--- src/design/efpd_pkg.sv ---
// shared types and constants for the ellipse five-point distance block
`default_nettype none
package efpd_pkg;

  localparam int NPTS    = 5;
  localparam int PW      = 27;   // test point coordinate width
  localparam int DW      = 28;   // offset from reference center
  localparam int PRW     = 44;   // offset times direction
  localparam int XW      = 31;   // rounded projection
  localparam int AW      = 30;   // projection magnitude
  localparam int NUMW    = 60;   // squared projection, Q.16
  localparam int DENW    = 48;   // squared radius, Q.16
  localparam int QW      = 32;   // Q16.16 quotient
  localparam int DIV_LAT = QW + 1;
  localparam int QDEPTH  = 4;
  localparam int QAW     = 2;
  localparam logic [QW-1:0] SAT = '1;

  typedef enum logic [2:0] {
    REG_CENTER_X     = 3'd0,
    REG_CENTER_Y     = 3'd1,
    REG_DIR_X        = 3'd2,
    REG_DIR_Y        = 3'd3,
    REG_RADIUS_MAJOR = 3'd4,
    REG_RADIUS_MINOR = 3'd5
  } reg_idx_t;

  typedef struct packed {
    logic signed [23:0] test_center_x;
    logic signed [23:0] test_center_y;
    logic signed [15:0] test_dir_x;
    logic signed [15:0] test_dir_y;
    logic [23:0]        test_radius_major;
    logic [23:0]        test_radius_minor;
  } in_word_t;

  typedef struct packed {
    logic [31:0] min_norm_distance;
    logic        saturated;
  } out_word_t;

  typedef struct packed {
    logic signed [23:0] center_x;
    logic signed [23:0] center_y;
    logic signed [15:0] dir_x;
    logic signed [15:0] dir_y;
    logic [DENW-1:0]    rx2;
    logic [DENW-1:0]    ry2;
    logic               rzero;
  } cfg_t;

  typedef struct packed {
    logic signed [PW-1:0] x;
    logic signed [PW-1:0] y;
  } pt_t;

  typedef pt_t [NPTS-1:0] pts_t;

endpackage
`default_nettype wire

--- src/design/efpd_front.sv ---
// front end: accepts test ellipses and forms their five points
`default_nettype none
module efpd_front (
  input  wire logic              clk,
  input  wire logic              rst,
  input  wire logic              in_valid,
  output logic                   in_stall,
  input  wire efpd_pkg::in_word_t in_word,
  input  wire logic              full,
  output logic                   push,
  output efpd_pkg::pts_t         pts
);
  import efpd_pkg::*;

  logic     fv;
  in_word_t w;
  logic     accept;

  logic signed [40:0] pax, pay, pbx, pby;
  logic signed [40:0] rax, ray, rbx, rby;
  logic signed [PW-1:0] ax, ay, bx, by, cx, cy;

  assign in_stall = fv && full;
  assign accept   = in_valid && !in_stall;
  assign push     = fv && !full;

  always_ff @(posedge clk) begin
    if (rst) begin
      fv <= 1'b0;
    end else if (accept) begin
      fv <= 1'b1;
    end else if (push) begin
      fv <= 1'b0;
    end
  end

  always_ff @(posedge clk) begin
    if (accept) begin
      w <= in_word;
    end
  end

  always_comb begin
    pax = $signed({1'b0, w.test_radius_major}) * w.test_dir_x;
    pay = $signed({1'b0, w.test_radius_major}) * w.test_dir_y;
    pbx = $signed({1'b0, w.test_radius_minor}) * w.test_dir_y;
    pby = $signed({1'b0, w.test_radius_minor}) * w.test_dir_x;
    rax = pax + 41'sd8192;
    ray = pay + 41'sd8192;
    rbx = pbx + 41'sd8192;
    rby = pby + 41'sd8192;
    ax  = rax[40:14];
    ay  = ray[40:14];
    bx  = -rbx[40:14];
    by  = rby[40:14];
    cx  = PW'(w.test_center_x);
    cy  = PW'(w.test_center_y);
    pts[0].x = cx;
    pts[0].y = cy;
    pts[1].x = cx + ax;
    pts[1].y = cy + ay;
    pts[2].x = cx - ax;
    pts[2].y = cy - ay;
    pts[3].x = cx + bx;
    pts[3].y = cy + by;
    pts[4].x = cx - bx;
    pts[4].y = cy - by;
  end

endmodule
`default_nettype wire

--- config.mk ---
export PLATFORM = sky130hd
export DESIGN_NAME = efpd_front
export DESIGN_NICKNAME = d
export VERILOG_FILES = /design/src/design/efpd_pkg.sv /design/src/design/efpd_front.sv
export SDC_FILE = /design/constraint.sdc
export NUM_CORES = 2
export LEC_CHECK = 0
export BUFFER_PORTS_ARGS = -buffer_cell sky130_fd_sc_hd__buf_2
export CAP_MARGIN = 20
export CORE_MARGIN = 3
export CORE_UTILIZATION = 35
export CTS_CLUSTER_DIAMETER = 50
export DETAILED_ROUTE_END_ITERATION = 8
export GPL_ROUTABILITY_DRIVEN = 0
export PLACE_DENSITY = 0.62
export SLEW_MARGIN = 20
export SYNTH_ARGS = -nofsm -noshare
export SYNTH_HDL_FRONTEND = slang
export SYNTH_SLANG_ARGS = --single-unit
--- constraint.sdc ---
create_clock -name clk -period 12.05 [get_ports clk]
set_input_delay 1.205 -clock clk [delete_from_list [all_inputs] [get_ports clk]]
set_output_delay 1.205 -clock clk [all_outputs]
set_load 0.1 [all_outputs]
# ---- Yosys cells after proc, flatten, opt, wreduce, memory -nomap -nowiden
# Cells that the tools add are included.
dict set report totals {
  reg_bits 129
  input_bits 132
  out_inout_bits 272
}
dict set report op_classes {
  add_sub_neg 13
  multipliers 4
  muxes 2
  n_reduce_logical 6
}
# cell n
set ops {}
lappend ops {{$add A41 B15 Y41 const B} 4}
lappend ops {{$mul A25 B16 Y41} 4}
lappend ops {{$add A24 B27 Y27} 4}
lappend ops {{$sub A24 B27 Y27} 4}
lappend ops {{$neg A27 Y27} 1}
lappend ops {{$logic_and A1 B1 Y1} 3}
lappend ops {{$logic_not A1 Y1} 2}
lappend ops {{$mux W1} 2}
lappend ops {{$reduce_bool A2 Y1} 1}

# ---- Depth between registers and ports, before layout
dict set report depth {
  depth_word 4
  ltp_mapped 42
  ltp_nobuf 40
}

# ---- Worst setup path after synthesis
# OpenSTA, ideal clock, no wires.
dict set report synth_path {
  kind {register -> output}
  from {register w[49] (netlist bit)}
  to {output port pts[214] (netlist bit)}
  arrival_time_ns 10.445
  required_ns 10.845
  slack_ns 0.400
  path_stages_with_launch 34
  n_path_buf 3
  path_cell_list {edfxtp_1 > clkbuf_1 > clkbuf_1 > nand2_1 > fa_1 > fa_1 > fa_1 > fa_1 > inv_1 > fa_1 > fa_1 > ha_1 > a41o_1 > a21o_1 > a221oi_4 > nand2_1 > o311a_1 > o21bai_4 > or4_4 > or4_4 > nor4_1 > a21oi_1 > o21ai_2 > xnor2_1 > ha_1 > clkbuf_1 > nor2_1 > a2111o_1 > a311oi_1 > o21ai_0 > nand2b_1 > a21o_1 > a21oi_1 > xnor2_1}
}
# item line
set synth_lines {}
lappend synth_lines {{start: declaration} efpd_front.sv:16} ;# in_word_t w;
lappend synth_lines {{start signal: assignment} efpd_front.sv:39} ;# w <= in_word;
lappend synth_lines {{end: declaration} efpd_front.sv:11} ;# output efpd_pkg::pts_t pts

==> impl_table.tex <==
\begin{tabular}{lr}
\hline
Metric & Value \\
\hline
\multicolumn{2}{l}{\textbf{Run status}} \\
Outcome & finished clean \\
\multicolumn{2}{l}{\textbf{Logic synthesis}} \\
Synthesized netlist net count & 9373 \\
Share of the synthesized area in the top cell type & 0.391 \\
FF+latch count, synth & 129 \\
Netlist area before placement & 63100 um2 \\
Simple-Gate Fraction of Synth Area & 0.161 \\
EDFF count, synth & 128 \\
Share of synthesized area spent on multiplexers & 0.000654 \\
Dominant combinational cell family by area after synthesis & adder cells \\
Top FF cell, synth & sky130\_fd\_sc\_hd\_\_edfxtp\_1 \\
Post-synth top area cell & sky130\_fd\_sc\_hd\_\_fa\_1 \\
Asr flop ratio synth & 0 \\
Synthesis Warnings & 0 \\
Leading post-synthesis cells by cell area & sky130\_fd\_sc\_hd\_\_fa\_1 (39\%), sky130\_fd\_sc\_hd\_\_ha\_1 (15\%), sky130\_fd\_sc\_hd\_\_inv\_1 (9.6\%) \\
Synth cell types & 80 \\
Post-Syn Instances & 7257 \\
Post-Synth XOR/XNOR Area & 0.0460 \\
Sequential element share of the synthesized area & 0.0612 \\
Synth Area in Compound Gates & 0.0675 \\
Mapped Avg Cell Area & 8.70 um2 \\
Adder and majority cell fraction of the synthesized area & 0.540 \\
\multicolumn{2}{l}{\textbf{Global route}} \\
Initial antenna violation count & 16 \\
GRT Overall Usage & 0.202 \\
Number of global-route vias before repair & 52.5k \\
Remaining Overflow, GRT & 0 \\
Wire length of the first global-routing pass & 293000 um \\
Maximum number of pins on one net before global-route repair & 58 \\
\multicolumn{2}{l}{\textbf{Placement}} \\
Place WS & 0.401 ns \\
Half-perimeter wire length after placement & 150000 um \\
Quantity of I/O buffers inserted on ports & 403 \\
\multicolumn{2}{l}{\textbf{Worst setup path}} \\
Cell occurring most often along the worst timing path & sky130\_fd\_sc\_hd\_\_fa\_1 \\
Setup crit start kind & flop \\
Required time of the critical path & 10.85 ns \\
Critical register-to-register path endpoint & w[6] \\
Crit Path Max Fanout & 6 \\
Longest individual stage delay on the worst path & 0.61 ns \\
Critical-path top delay cell & sky130\_fd\_sc\_hd\_\_or4\_4 \\
Origin of the critical flop-to-flop path & fv \\
Setup slack on the worst flop-to-flop path & 9.57 ns \\
Crit path DAT & 10.56 ns \\
Crit end category & output pin \\
R2R depth & 3 \\
Crit path kind & reg -> out \\
\multicolumn{2}{l}{\textbf{CTS}} \\
Source-to-sink clock delay at the later pin of the worst-skew pair & 0.56 ns \\
CTS tree & built \\
Number of H-tree levels & 4 \\
Number of buffers created by CTS & 17 \\
Root Buffer Master & sky130\_fd\_sc\_hd\_\_clkbuf\_16 \\
Post-cts hold buffer count & 0 \\
CTS sink cnt & 129 \\
Maximum buffer depth of the clock tree & 2 \\
Worst-path clk slew & 0.06 ns \\
\multicolumn{2}{l}{\textbf{STA}} \\
Slew of the pin with the lowest slew margin & 1.01 ns \\
Min Clock Period, post-route & 11.77 ns \\
Unrepaired setup endpoints after global routing & yes \\
Headroom to the max-slew limit & 0.328 \\
Final setup violation count & 0 \\
Setup TNS & 0 ns \\
Fmax & 85.0 MHz \\
Final Max Tran Viols & 0 \\
Number of endpoints with negative hold slack in the final report & 0 \\
Final period utilization & 0.977 \\
Worst clock skew & 0.0136 ns \\
Final worst setup slack & 0.280 ns \\
\multicolumn{2}{l}{\textbf{Routing}} \\
Average routed wire per standard cell & 18.5 um \\
First-iteration detailed-routing DRC count & 2886 \\
Via-to-Cell Ratio & 4.98 \\
Total length of routed wires & 184000 um \\
Residual DRC count & 0 \\
Residual antenna-violating net count after detailed routing & 0 \\
Via total after detailed routing & 49.4k \\
Number of iterations in the first detailed-routing pass & 7 \\
\multicolumn{2}{l}{\textbf{Die}} \\
Area of the core region & 179000 um2 \\
DIE WIDTH & 431 um \\
Starting utilization of the core area & 0.353 \\
Vert. Die Dim & 431 um \\
Floorplan row count & 155 \\
Number of primary I/O pins & 404 \\
Area enclosed by the die boundary & 186000 um2 \\
\multicolumn{2}{l}{\textbf{Cells and area}} \\
Util after Layout & 0.393 \\
Layout cell share with drive strength beyond 1 & 0.106 \\
Top library cells by usage in the layout, fill and taps aside & sky130\_fd\_sc\_hd\_\_inv\_1 (1610), sky130\_fd\_sc\_hd\_\_fa\_1 (1232), sky130\_fd\_sc\_hd\_\_nand2\_1 (1021), sky130\_fd\_sc\_hd\_\_ha\_1 (749), sky130\_fd\_sc\_hd\_\_and2\_1 (511) \\
Most common cell after layout, fill and taps aside & sky130\_fd\_sc\_hd\_\_inv\_1 \\
Count of filler cells inserted in the layout & 18.0k \\
Synth-to-Final Area Change & 11.2\% \\
Count of nets after finishing & 9663 \\
\multicolumn{2}{l}{\textbf{Hold path}} \\
Startpoint of the worst hold path & fv \\
Number of cells on the worst hold path & 3 \\
Min-Delay Path Class & reg -> reg \\
Worst hold endpoint & fv \\
\multicolumn{2}{l}{\textbf{Job}} \\
Number of max-cap violations & 0 \\
\hline
\end{tabular}
## worst max path at each step
stage	cells past startpoint	start	endpoint
CTS	36	w[52]	pts[214]
global route	37	w[5]	pts[214]
floorplan	33	w[49]	pts[214]
detailed placement	37	w[8]	pts[186]
global placement	37	w[8]	pts[186]
finish	37	w[5]	pts[215]
## worst max-delay path, delay by kind of cell, from the launching register on
family	cells	cell delay, ns
DFF	1	0.52
and+or+nand+nor	9	2.10
buffers and inverters	5	0.81
xor gates and xnor gates	2	0.29
AOI/OAI and AO/OA	13	2.77
adders and majority gates	8	3.51
## synthesized netlist by cell type, types with 58 or more instances
cell type / instances
sky130_fd_sc_hd__fa_1: 1232
sky130_fd_sc_hd__o21bai_1: 62
sky130_fd_sc_hd__nor2_1: 229
sky130_fd_sc_hd__buf_4: 58
sky130_fd_sc_hd__and2_1: 512
sky130_fd_sc_hd__o21ai_0: 94
sky130_fd_sc_hd__xor2_1: 96
sky130_fd_sc_hd__clkbuf_1: 343
sky130_fd_sc_hd__nand2_1: 1022
sky130_fd_sc_hd__edfxtp_1: 128
sky130_fd_sc_hd__xnor2_1: 234
sky130_fd_sc_hd__nand2b_1: 113
sky130_fd_sc_hd__inv_1: 1611
sky130_fd_sc_hd__a21oi_1: 215
sky130_fd_sc_hd__a21o_1: 78
sky130_fd_sc_hd__nor3_1: 58
sky130_fd_sc_hd__ha_1: 752
## stage by stage
stage / std cells / area [um2] / hold WS (ns)
after detailed placement: 9790 / 68300 / 0.659
after floorplan: 7257 / 63100 / 1.05
final: 9920 / 70200 / 0.661
after CTS: 9844 / 69200 / 0.669
after global placement: 9790 / 68300 / 0.631
after global routing: 9918 / 70200 / 0.723
## what timing repair did
item                       CTS  global route
gates resized for setup      7           101
cloned                       0             0
setup endpoints to repair   12            43
pin swaps                    0             5
buffers inserted            25            68
## flip-flops by register name, summed over array words and instances, names as in the netlist
register / flops
w: 80
pts: 48
fv: 1
## final cells by class
cell class / instances / area [um2] / share of cell area
Clock inverter: 12 / 145 / 0.00207
Antenna cell: 8 / 20.0 / 0.000285
Timing Repair Buffer: 685 / 4980 / 0.0709
Inverter: 1611 / 6050 / 0.0862
Clock buffer: 17 / 425 / 0.00606
Tap cell: 2355 / 2950 / 0.0420
Sequential cell: 129 / 3860 / 0.0550
Multi-Input combinational cell: 5103 / 51800 / 0.738
## per-layer routing
layer,GRT usage,up-vias,share of wire
met5,0,-,0.000087
met3,0.0283,339,0.053
met4,0.111,4,0.062
met2,0.345,1428,0.49
met1,0.246,25200,0.40
li1,-,22400,-
## cells by family after synthesis
logic type      after synthesis
compound gates              650
xor+xnor                    331
fa+ha+maj                  1984
buf+inv                    2025
flops                       129
mux                           4
simple gates               2134
Power is not shown: default switching activity piles up to over one toggle a cycle in this logic, so the estimate is an artifact.
