## config.mk

```make
export PLATFORM = sky130hd
export DESIGN_NAME = efpd_queue
export DESIGN_NICKNAME = d
export VERILOG_FILES = /design/src/design/efpd_pkg.sv /design/src/design/efpd_queue.sv
export SDC_FILE = /design/constraint.sdc
export NUM_CORES = 1
export LEC_CHECK = 0
export CORE_MARGIN = 2
export CORE_UTILIZATION = 50
export DETAILED_ROUTE_END_ITERATION = 8
export DONT_BUFFER_PORTS = 1
export SLEW_MARGIN = 20
export SYNTH_ARGS = -nofsm -noshare
export SYNTH_HDL_FRONTEND = slang
export SYNTH_SLANG_ARGS = --single-unit
```

## constraint.sdc

```tcl
create_clock -name clk -period 11.63 [get_ports clk]
set_clock_uncertainty 0.15 [all_clocks]
set_input_delay 1.7445 -clock clk [delete_from_list [all_inputs] [get_ports clk]]
set_output_delay 1.7445 -clock clk [all_outputs]
set_load 0.01 [all_outputs]
```

## src/design/efpd_pkg.sv

```systemverilog
// shared types and constants for the ellipse five-point distance block
`default_nettype none
package efpd_pkg;

  localparam int NPTS    = 5;
  localparam int PW      = 27;   // test point coordinate width
  localparam int DW      = 28;   // offset from reference center
  localparam int PRW     = 44;   // offset times direction
  localparam int XW      = 31;   // rounded projection
  localparam int AW      = 30;   // projection magnitude
  localparam int NUMW    = 60;   // squared projection, Q.16
  localparam int DENW    = 48;   // squared radius, Q.16
  localparam int QW      = 32;   // Q16.16 quotient
  localparam int DIV_LAT = QW + 1;
  localparam int QDEPTH  = 4;
  localparam int QAW     = 2;
  localparam logic [QW-1:0] SAT = '1;

  typedef enum logic [2:0] {
    REG_CENTER_X     = 3'd0,
    REG_CENTER_Y     = 3'd1,
    REG_DIR_X        = 3'd2,
    REG_DIR_Y        = 3'd3,
    REG_RADIUS_MAJOR = 3'd4,
    REG_RADIUS_MINOR = 3'd5
  } reg_idx_t;

  typedef struct packed {
    logic signed [23:0] test_center_x;
    logic signed [23:0] test_center_y;
    logic signed [15:0] test_dir_x;
    logic signed [15:0] test_dir_y;
    logic [23:0]        test_radius_major;
    logic [23:0]        test_radius_minor;
  } in_word_t;

  typedef struct packed {
    logic [31:0] min_norm_distance;
    logic        saturated;
  } out_word_t;

  typedef struct packed {
    logic signed [23:0] center_x;
    logic signed [23:0] center_y;
    logic signed [15:0] dir_x;
    logic signed [15:0] dir_y;
    logic [DENW-1:0]    rx2;
    logic [DENW-1:0]    ry2;
    logic               rzero;
  } cfg_t;

  typedef struct packed {
    logic signed [PW-1:0] x;
    logic signed [PW-1:0] y;
  } pt_t;

  typedef pt_t [NPTS-1:0] pts_t;

endpackage
`default_nettype wire

```

## src/design/efpd_queue.sv

```systemverilog
// short queue of point sets between front and back
`default_nettype none
module efpd_queue (
  input  wire logic           clk,
  input  wire logic           rst,
  input  wire logic           push,
  input  wire efpd_pkg::pts_t wdata,
  output logic                full,
  input  wire logic           pop,
  output logic                nonempty,
  output efpd_pkg::pts_t      rdata
);
  import efpd_pkg::*;

  pts_t             mem [QDEPTH];
  logic [QAW-1:0]   wp, rp;
  logic [QAW:0]     cnt;

  assign full     = (cnt == (QAW+1)'(QDEPTH));
  assign nonempty = (cnt != '0);
  assign rdata    = mem[rp];

  always_ff @(posedge clk) begin
    if (push) begin
      mem[wp] <= wdata;
    end
  end

  always_ff @(posedge clk) begin
    if (rst) begin
      wp  <= '0;
      rp  <= '0;
      cnt <= '0;
    end else begin
      if (push) begin
        wp <= wp + 1'b1;
      end
      if (pop) begin
        rp <= rp + 1'b1;
      end
      case ({push, pop})
        2'b10:   cnt <= cnt + 1'b1;
        2'b01:   cnt <= cnt - 1'b1;
        default: cnt <= cnt;
      endcase
    end
  end

endmodule
`default_nettype wire

```

Word level (Yosys, flattened, before mapping)
Memories as Yosys holds them, arrays and structs flattened. A register that Yosys moved wholly into a read port is not among the register bits.
Index checks and enable logic that the tools add are counted.
{"block": "word_totals", "reg_bits": 7, "latchBits": 0, "ram_bits": 1080, "romBits": 0, "in_bits": 274, "out_inout_bits": 272, "wordCells": 18, "mem_count": 1}
{"memory": "mem", "depth": 4, "width": 270, "read_ports": 1, "rd_ports_with_merged_regs": 1, "write_ports": 1, "line": "efpd_queue.sv:15", "source": "pts_t mem [QDEPTH];"}
{"block": "classes", "addsub": 4, "n_mul": 0, "div_mod_pow": 0, "n_lt_le_gt_ge": 0, "n_eq_ne": 3, "shift": 0, "mux": 5, "bitwise_logic": 0, "reduce_logical": 2}
{"operator": "case mux 3 bit (2 select lines)", "count": 1}
{"operator": "adder 2 x 1 -> 2 bit, second input constant", "count": 2}
{"operator": "two-way mux 2 bit", "count": 2}
{"operator": "adder 3 x 1 -> 3 bit, second input constant", "count": 1}
{"operator": "== test 3 bit, second input constant", "count": 1}
{"operator": "nonzero test 3 bit", "count": 1}
{"operator": "subtractor 3 x 1 -> 3 bit, second input constant", "count": 1}
{"operator": "== test 2 x 1 -> 1 bit, second input constant", "count": 1}
{"operator": "== test 2 bit, second input constant", "count": 1}
{"operator": "two-way mux 1 bit", "count": 2}
{"operator": "nonzero test 2 bit", "count": 1}

Depth between registers and ports, before layout
Gate-level depths: netlist of run 1.
{"block": "depth", "depth_word": 3, "ltp_mapped": 7, "ltp_nobuf": 7}

Least setup slack after synthesis of run 1
No wires, ideal clock.
{"block": "synth_timing", "kind": "input -> register", "startpoint": "in push", "endpoint": "mem mem[0][0] (netlist bit) (enable)", "setup_ns": 0.664, "arrival_ns": 7.842, "required_time_ns": 10.816, "path_slack_ns": 2.973, "stages": 1, "path_buffers": 0, "path_cell_list": "and2_1"}
{"block": "synth_between", "elab_chain_len": 2}
{"element": "start: declaration", "line": "efpd_queue.sv:6", "source": "input wire logic push,"}
{"element": "two-way mux 1 bit", "line": "efpd_queue.sv:24", "source": "if (push) begin"}
{"element": "two-way mux 1 bit (not written as such)", "line": "efpd_queue.sv:25", "source": "mem[wp] <= wdata;"}
{"element": "end: declaration", "line": "efpd_queue.sv:15"}
No other way between the ends.

==> results of run 1 <==
## stage by stage
stage	hold slack [ns]	cell area (µm²)
5_1_grt	0.3715	43860
2_1_floorplan	0.3119	39380
6_report	0.3535	43860
3_3_place_gp	0.3379	40470
4_1_cts	0.3498	43840
3_5_place_dp	0.3378	40500
## synth_stat cells, types with 3 or more instances
master / number
and2_1: 4
mux4_2: 270
clkbuf_1: 7
inv_1: 6
ha_1: 5
nor2_1: 8
buf_2: 30
buf_6: 23
edfxtp_1: 1080
dfxtp_1: 9
xor2_1: 3
## power by group
group	switching, mW	internal, mW	leakage [nW]
Combinational	0.384	0.235	1.77
Clock	1.40	1.82	1.62
Sequential	0.0445	4.52	9.99
## final cells by class
cell class	instances	area, µm²
multi-input cells	301	6320
flip-flops and latches	1089	32620
clock buffers	136	2872
repair buffers	26	260.3
inverters	6	22.52
clock inverters	66	469.2
well taps	1040	1301
fillers	5584	33860
## kinds of logic after synthesis
group           count (synthesis)  synth area share [%]
compound gates                  3               0.03811
xor+xnor                        5                0.1112
fa+ha+maj                       6                0.2097
buf+inv                        67                 1.172
flops                        1089                 82.81
mux                           271                 15.47
simple gates                   16                0.1970
## flip-flops by register name, summed over array words and instances (netlist names), named ones only
register / count
rp: 2
mem: 1080
cnt: 3
wp: 2
## final timing paths
| check | start | end | slack [ns] | cells past startpoint |
|---|---|---|---|---|
| worst max-delay path | flip-flop | rdata[227] | 5.93 | 3 |
| worst min-delay path | cnt[2]$_SDFFE_PP0P_ | cnt[2]$_SDFFE_PP0P_ | 0.35 | 2 |
| worst max register to register | wp[0]$_SDFFE_PP0P_ | mem[2][104]$_DFFE_PP_ | 8.11 | 5 |
| worst min register to register | cnt[2]$_SDFFE_PP0P_ | cnt[2]$_SDFFE_PP0P_ | 0.35 | 2 |
## routing by layer
| layer | part of all wire (%) | vias up | global-route usage [%] | wire length (µm) |
|---|---|---|---|---|
| met2 | 52 | 496 | 32.09 | 40480 |
| met4 | 2.6 | 2 | 5.763 | 2007 |
| met3 | 9.7 | 119 | 7.994 | 7544 |
| met1 | 36 | 8391 | 22.67 | 27920 |
| li1 | - | 6505 | - | - |
| met5 | 0.024 | - | 0 | 19 |
## layout by cell type (no fill, tap or decap), drive strengths merged
master and instances:
buf 26, clkinv 57, xnor2 2, mux2i 1
a21oi 2, ha 5, edfxtp 1080, clkinvlp 3
clkbuf 136, inv 9, mux4 270, or3 2
nand2 1, and2 4, and3 1, nor2 8
dfxtp 9, fa 1, bufinv 3, o21ai 1
xor2 3
## critical path, cell delays in order (launching register included)
cell	delay, ns
dfxtp_4	0.75
buf_4	0.86
buf_4	0.80
mux4_2	0.66
==> results.toml, run 1 <==
[clock_network]
cts-buffers-inserted = 108
cts_setup_buffers = 0
cts_resized = 0
clk_latency_ns = 0.64
clkSinkCount = 1089
cts-hold-fix-buffers = 0
cts_tree = "built"
cts_buffer_depth = 3
path_clk_slew_ns = 0.06
h-tree-depth = 3
clockRootBuffer = "clkbuf_16"

[floorplan]
rows = 102
die_area_um2 = 81030
core_area_um2 = 77720
io_pins = 546
fp.dieH_um = 284.7
dieWidth_um = 284.7
initial_core_util_pct = 50.67

[timing]
worst_slack_ns = 5.932
setup_viol = 0
rsz0062_at_grt = "no"
period_minus_slack_ns = 5.698
fmax_ghz = 0.1755
worst_pin_slew_ns = 1.157
relSlewSlack_pct = 22.87
finalHoldViolCount = 0
finalSetupTns_ns = 0
finalCritPeriodShare_pct = 48.99
drv_slew = 0

[synth]
yosysSeqAreaShare_pct = 82.81
netlist_area_um2 = 39380
synth_top_area_cell = "edfxtp_1"
synth_edf_count = 1080
synthFlopType = "edfxtp_1"
ys_seq_elements = 1089
ys_warn_count = 0
syn_inst = 1457
synth_nets = 1737
ys_top_cells_by_area = "edfxtp_1, mux4_2, buf_6"
async_flop_share_pct = 0
avgSynthCellArea_um2 = 27.03
ys_types = 20
synth.top_cell.area_share_pct = 82.35

[setup_path]
startpoint_type = "flip-flop"
crit_arrival_ns = 3.80
required_ns = 9.74
cp_max_fo = 48
end_kind = "output pin"
worstSetupPathType = "flip-flop to output pin"

[placed_design]
port_buffers = 0
dp.cells = 2461
dp_slack_ns = 6.368
routabilityCongestion = 0.8055
dp_hpwl_um = 47870

[drt]
drt_iter0_drc = 1111
drc = 0
wl_um = 77970
viasPerCell = 5.823
routedWlPerCell_um = 29.27
vias = 15513
drt_pass1_iterations = 7
antenna_left = 0

[grt]
grt-ovfl-total = 0
grt_pass1_vias = 16354
grt_max_degree = 150
antenna_found_initial = 1
grt_pass1_wl_um = 113100
grt_use_total_pct = 19.16

[finish]
final_util_pct = 56.44
areaGrowthSynthToFinish_pct = 11.38
drive_gt1_share_pct = 27.34
instances_no_fill = 2664
diodes = 0
final_nets = 1812

[pwr]
p_per_area_nw_per_um2 = 191.5
peakVddDrop_mv = 0.1432
power.total_mw = 8.399
cellLeakagePower_nw = 13.38

[job]
drv_cap = 0

[status]
outcome = "complete, no violations"

[min_path]
hold_class = "flip-flop to flip-flop"
Power figures use the tool's default switching activity.
==> run 2, diff against run 1 <==
--- a/config.mk
+++ b/config.mk
@@ -5,10 +5,12 @@
 export SDC_FILE = /design/constraint.sdc
 export NUM_CORES = 1
 export LEC_CHECK = 0
+export ABC_AREA = 1
 export CORE_MARGIN = 2
 export CORE_UTILIZATION = 50
 export DETAILED_ROUTE_END_ITERATION = 8
 export DONT_BUFFER_PORTS = 1
+export PLACE_DENSITY = 0.68
 export SLEW_MARGIN = 20
 export SYNTH_ARGS = -nofsm -noshare
 export SYNTH_HDL_FRONTEND = slang
==> constraint.sdc (replaced) <==
create_clock -name clk -period 4.6 [get_ports clk]
set_clock_uncertainty 0.15 [all_clocks]
set_input_delay 0.69 -clock clk [delete_from_list [all_inputs] [get_ports clk]]
set_output_delay 0.69 -clock clk [all_outputs]
set_load 0.01 [all_outputs]
==> run 2 against run 1 <==
  * Core utilization increased by 3.0 points
  * Global-route usage increased by 3.0 points
  * Non-clock buffer count increased by 290
  * Via count increased by 55%
  * Synthesized area increased by 2.7%
  * Sequential share of layout area decreased by 6.0 points
  * Largest cell class unchanged
  * Count of clock-buffer cells in the layout decreased by 13
  * Die area increased by 2.7%
  * Highest routed layer is now met4
  * First-iteration DRC count increased by 92%
==> results.toml, run 2 <==
[status]
outcome = "complete, no violations"

[min_path]
hold_class = "input pin to flip-flop"

[synth]
ys_warn_count = 0
syn_inst = 2668
synthFlopType = "edfxtp_1"
synth.top_cell.area_share_pct = 80.17
synth_edf_count = 1080
avgSynthCellArea_um2 = 15.16
yosysMostFrequentCell = "edfxtp_1"
async_flop_share_pct = 0
netlist_area_um2 = 40450
synth_nets = 2948
ys_types = 22
yosysSeqAreaShare_pct = 80.62
synth_top_area_cell = "edfxtp_1"
ys_seq_elements = 1089
synth_common_cells = "edfxtp_1, nor2_1, o21ai_0, o22ai_1, o21ai_1"
ys_top_cells_by_area = "edfxtp_1, o21ai_0, nor2_1"

[timing]
relSlewSlack_pct = 26.13
finalHoldViolCount = 0
rsz0062_at_grt = "no"
finalSetupTns_ns = 0
drv_slew = 0
worst_pin_slew_ns = 1.108
finalCritPeriodShare_pct = 85.09
whs_ns = 0.09297
fmax_ghz = 0.2555
period_minus_slack_ns = 3.914
setup_viol = 0

[clock_network]
clkSinkCount = 1089
clk_latency_ns = 0.67
path_clk_slew_ns = 0.06
cts_tree = "built"
h-tree-depth = 3
cts_buffer_depth = 3
clockRootBuffer = "clkbuf_16"
cts-buffers-inserted = 106

[grt]
grt_pass1_wl_um = 140200
grt-ovfl-total = 0
antenna_found_initial = 9
grt_use_total_pct = 22.16
grt_pass1_vias = 23524
grt_max_degree = 214

[finish]
final_common_cell = "edfxtp_1"
top_regs = "mem x1080, cnt x3"
regMostFlops = "mem"
seq_area_um2 = 32620
fillers = 5746
most-common-layout-cells = "edfxtp_1, nor2_1, o21ai_0"
drive_gt1_share_pct = 7.100
largest_reg_flops = 1080
final_nets = 3194
multi_input_area_um2 = 6693
areaGrowthSynthToFinish_pct = 17.92

[drt]
drt_iter0_drc = 2129
antenna_left = 0
drc = 0
routedWlPerCell_um = 23.55
viasPerCell = 5.917
vias = 24093
drt_pass1_iterations = 5
wl_um = 95890

[setup_path]
cpPeakStageDelay_ns = 0.69
required_ns = 3.76
cp_cell_sequence = "buf_12, buf_4, o21ai_0, o22ai_1"
cp_max_fo = 130
cp_slowest_cell = "buf_4"
startpoint_type = "flip-flop"
crit_arrival_ns = 3.07
end_kind = "output pin"
worstSetupPathType = "flip-flop to output pin"

[pwr]
power.total_mw = 22.11
p_per_area_nw_per_um2 = 463.4
peakVddDrop_mv = 0.3988
cellLeakagePower_nw = 15.44

[floorplan]
die_area_um2 = 83200
dieWidth_um = 288.4
initial_core_util_pct = 50.38
io_pins = 546
core_area_um2 = 80290
fp.dieH_um = 288.4
rows = 104

[placed_design]
dp_hpwl_um = 54660
routabilityCongestion = 0.8023
port_buffers = 0

[job]
drv_cap = 0
## run 2: cell count changes after synthesis, moves of 4 or more
cell      before  now
and2_1         4    0
nand2_1        1    9
buf_2         30   26
nor2_1         8  543
o22ai_1        0  270
o21ai_0        1  444
buf_4          0   11
buf_6         23   44
o21ai_1        0  102
mux4_2       270    0
clkbuf_1       7   92
inv_1          6   16
## run 2: logic make-up after synthesis
family / Yosys count / synth area share [%]
buffers and inverters: 196 / 3.013
DFF: 1089 / 80.62
AOI/OAI and AO/OA: 821 / 10.99
and+or+nand+nor: 556 / 5.175
adders and majority gates: 6 / 0.2041
## run 2: where the power goes
part / switching (mW) / total, mW / internal (mW)
clock network: 3.60 / 8.83 / 5.23
registers: 0.0960 / 11.5 / 11.4
logic: 1.34 / 1.83 / 0.491
total: 5.03 / 22.1 / 17.1
## run 2: critical path, delay by kind of cell, from the launching register on
kind                   cells  cell delay (ns)
AOI/OAI and AO/OA          2             0.66
buffers and inverters      2             1.18
DFF                        1             0.38
## run 2: metal layers
layer / vias up / wire length, µm / GRT usage [%]
met3: 244 / 7521 / 5.134
met5: - / 0 / 0
met1: 12112 / 35470 / 26.81
li1: 10652 / - / -
met2: 1085 / 48460 / 37.73
met4: 0 / 4436 / 10.53
## run 2: final timing paths
path	start	end	slack (ns)	depth (start not counted)
setup / recovery	flip-flop	rdata[68]	0.69	4
hold / removal	pop	rp[0]$_SDFFE_PP0P_	0.09	3
setup reg to reg	wp[0]$_SDFFE_PP0P_	mem[2][129]$_DFFE_PP_	2.13	5
hold reg to reg	rp[1]$_SDFFE_PP0P_	flip-flop	0.29	1
## run 2: stage by stage
stage / setup WS, ns / instance area, µm² / util, % / instances
finish: 0.6860 / 47700 / 59.41 / 4072
global route: 0.5783 / 47690 / 59.40 / 4069
CTS: 0.7213 / 47670 / 59.38 / 4060
detailed placement: 1.436 / 41360 / 51.52 / 3596
global placement: 1.474 / 41360 / 51.52 / 3596
floorplan: -0.7000 / 40540 / - / 2668
## run 2: repair_timing
item	CTS	global route
resized for setup	0	0
hold endpoints to repair	1080	0
buffers inserted	0	0
hold buffers	270	0
## run 2: area by class of cell
type / count / share of cell area (%)
Antenna cell: 12 / 0.06295
Clock buffer: 123 / 5.739
Clock inverter: 71 / 1.820
Inverter: 18 / 0.2177
Multi-Input combinational cell: 1383 / 14.03
Sequential cell: 1089 / 68.38
Tap cell: 1060 / 2.780
Timing Repair Buffer: 316 / 6.967
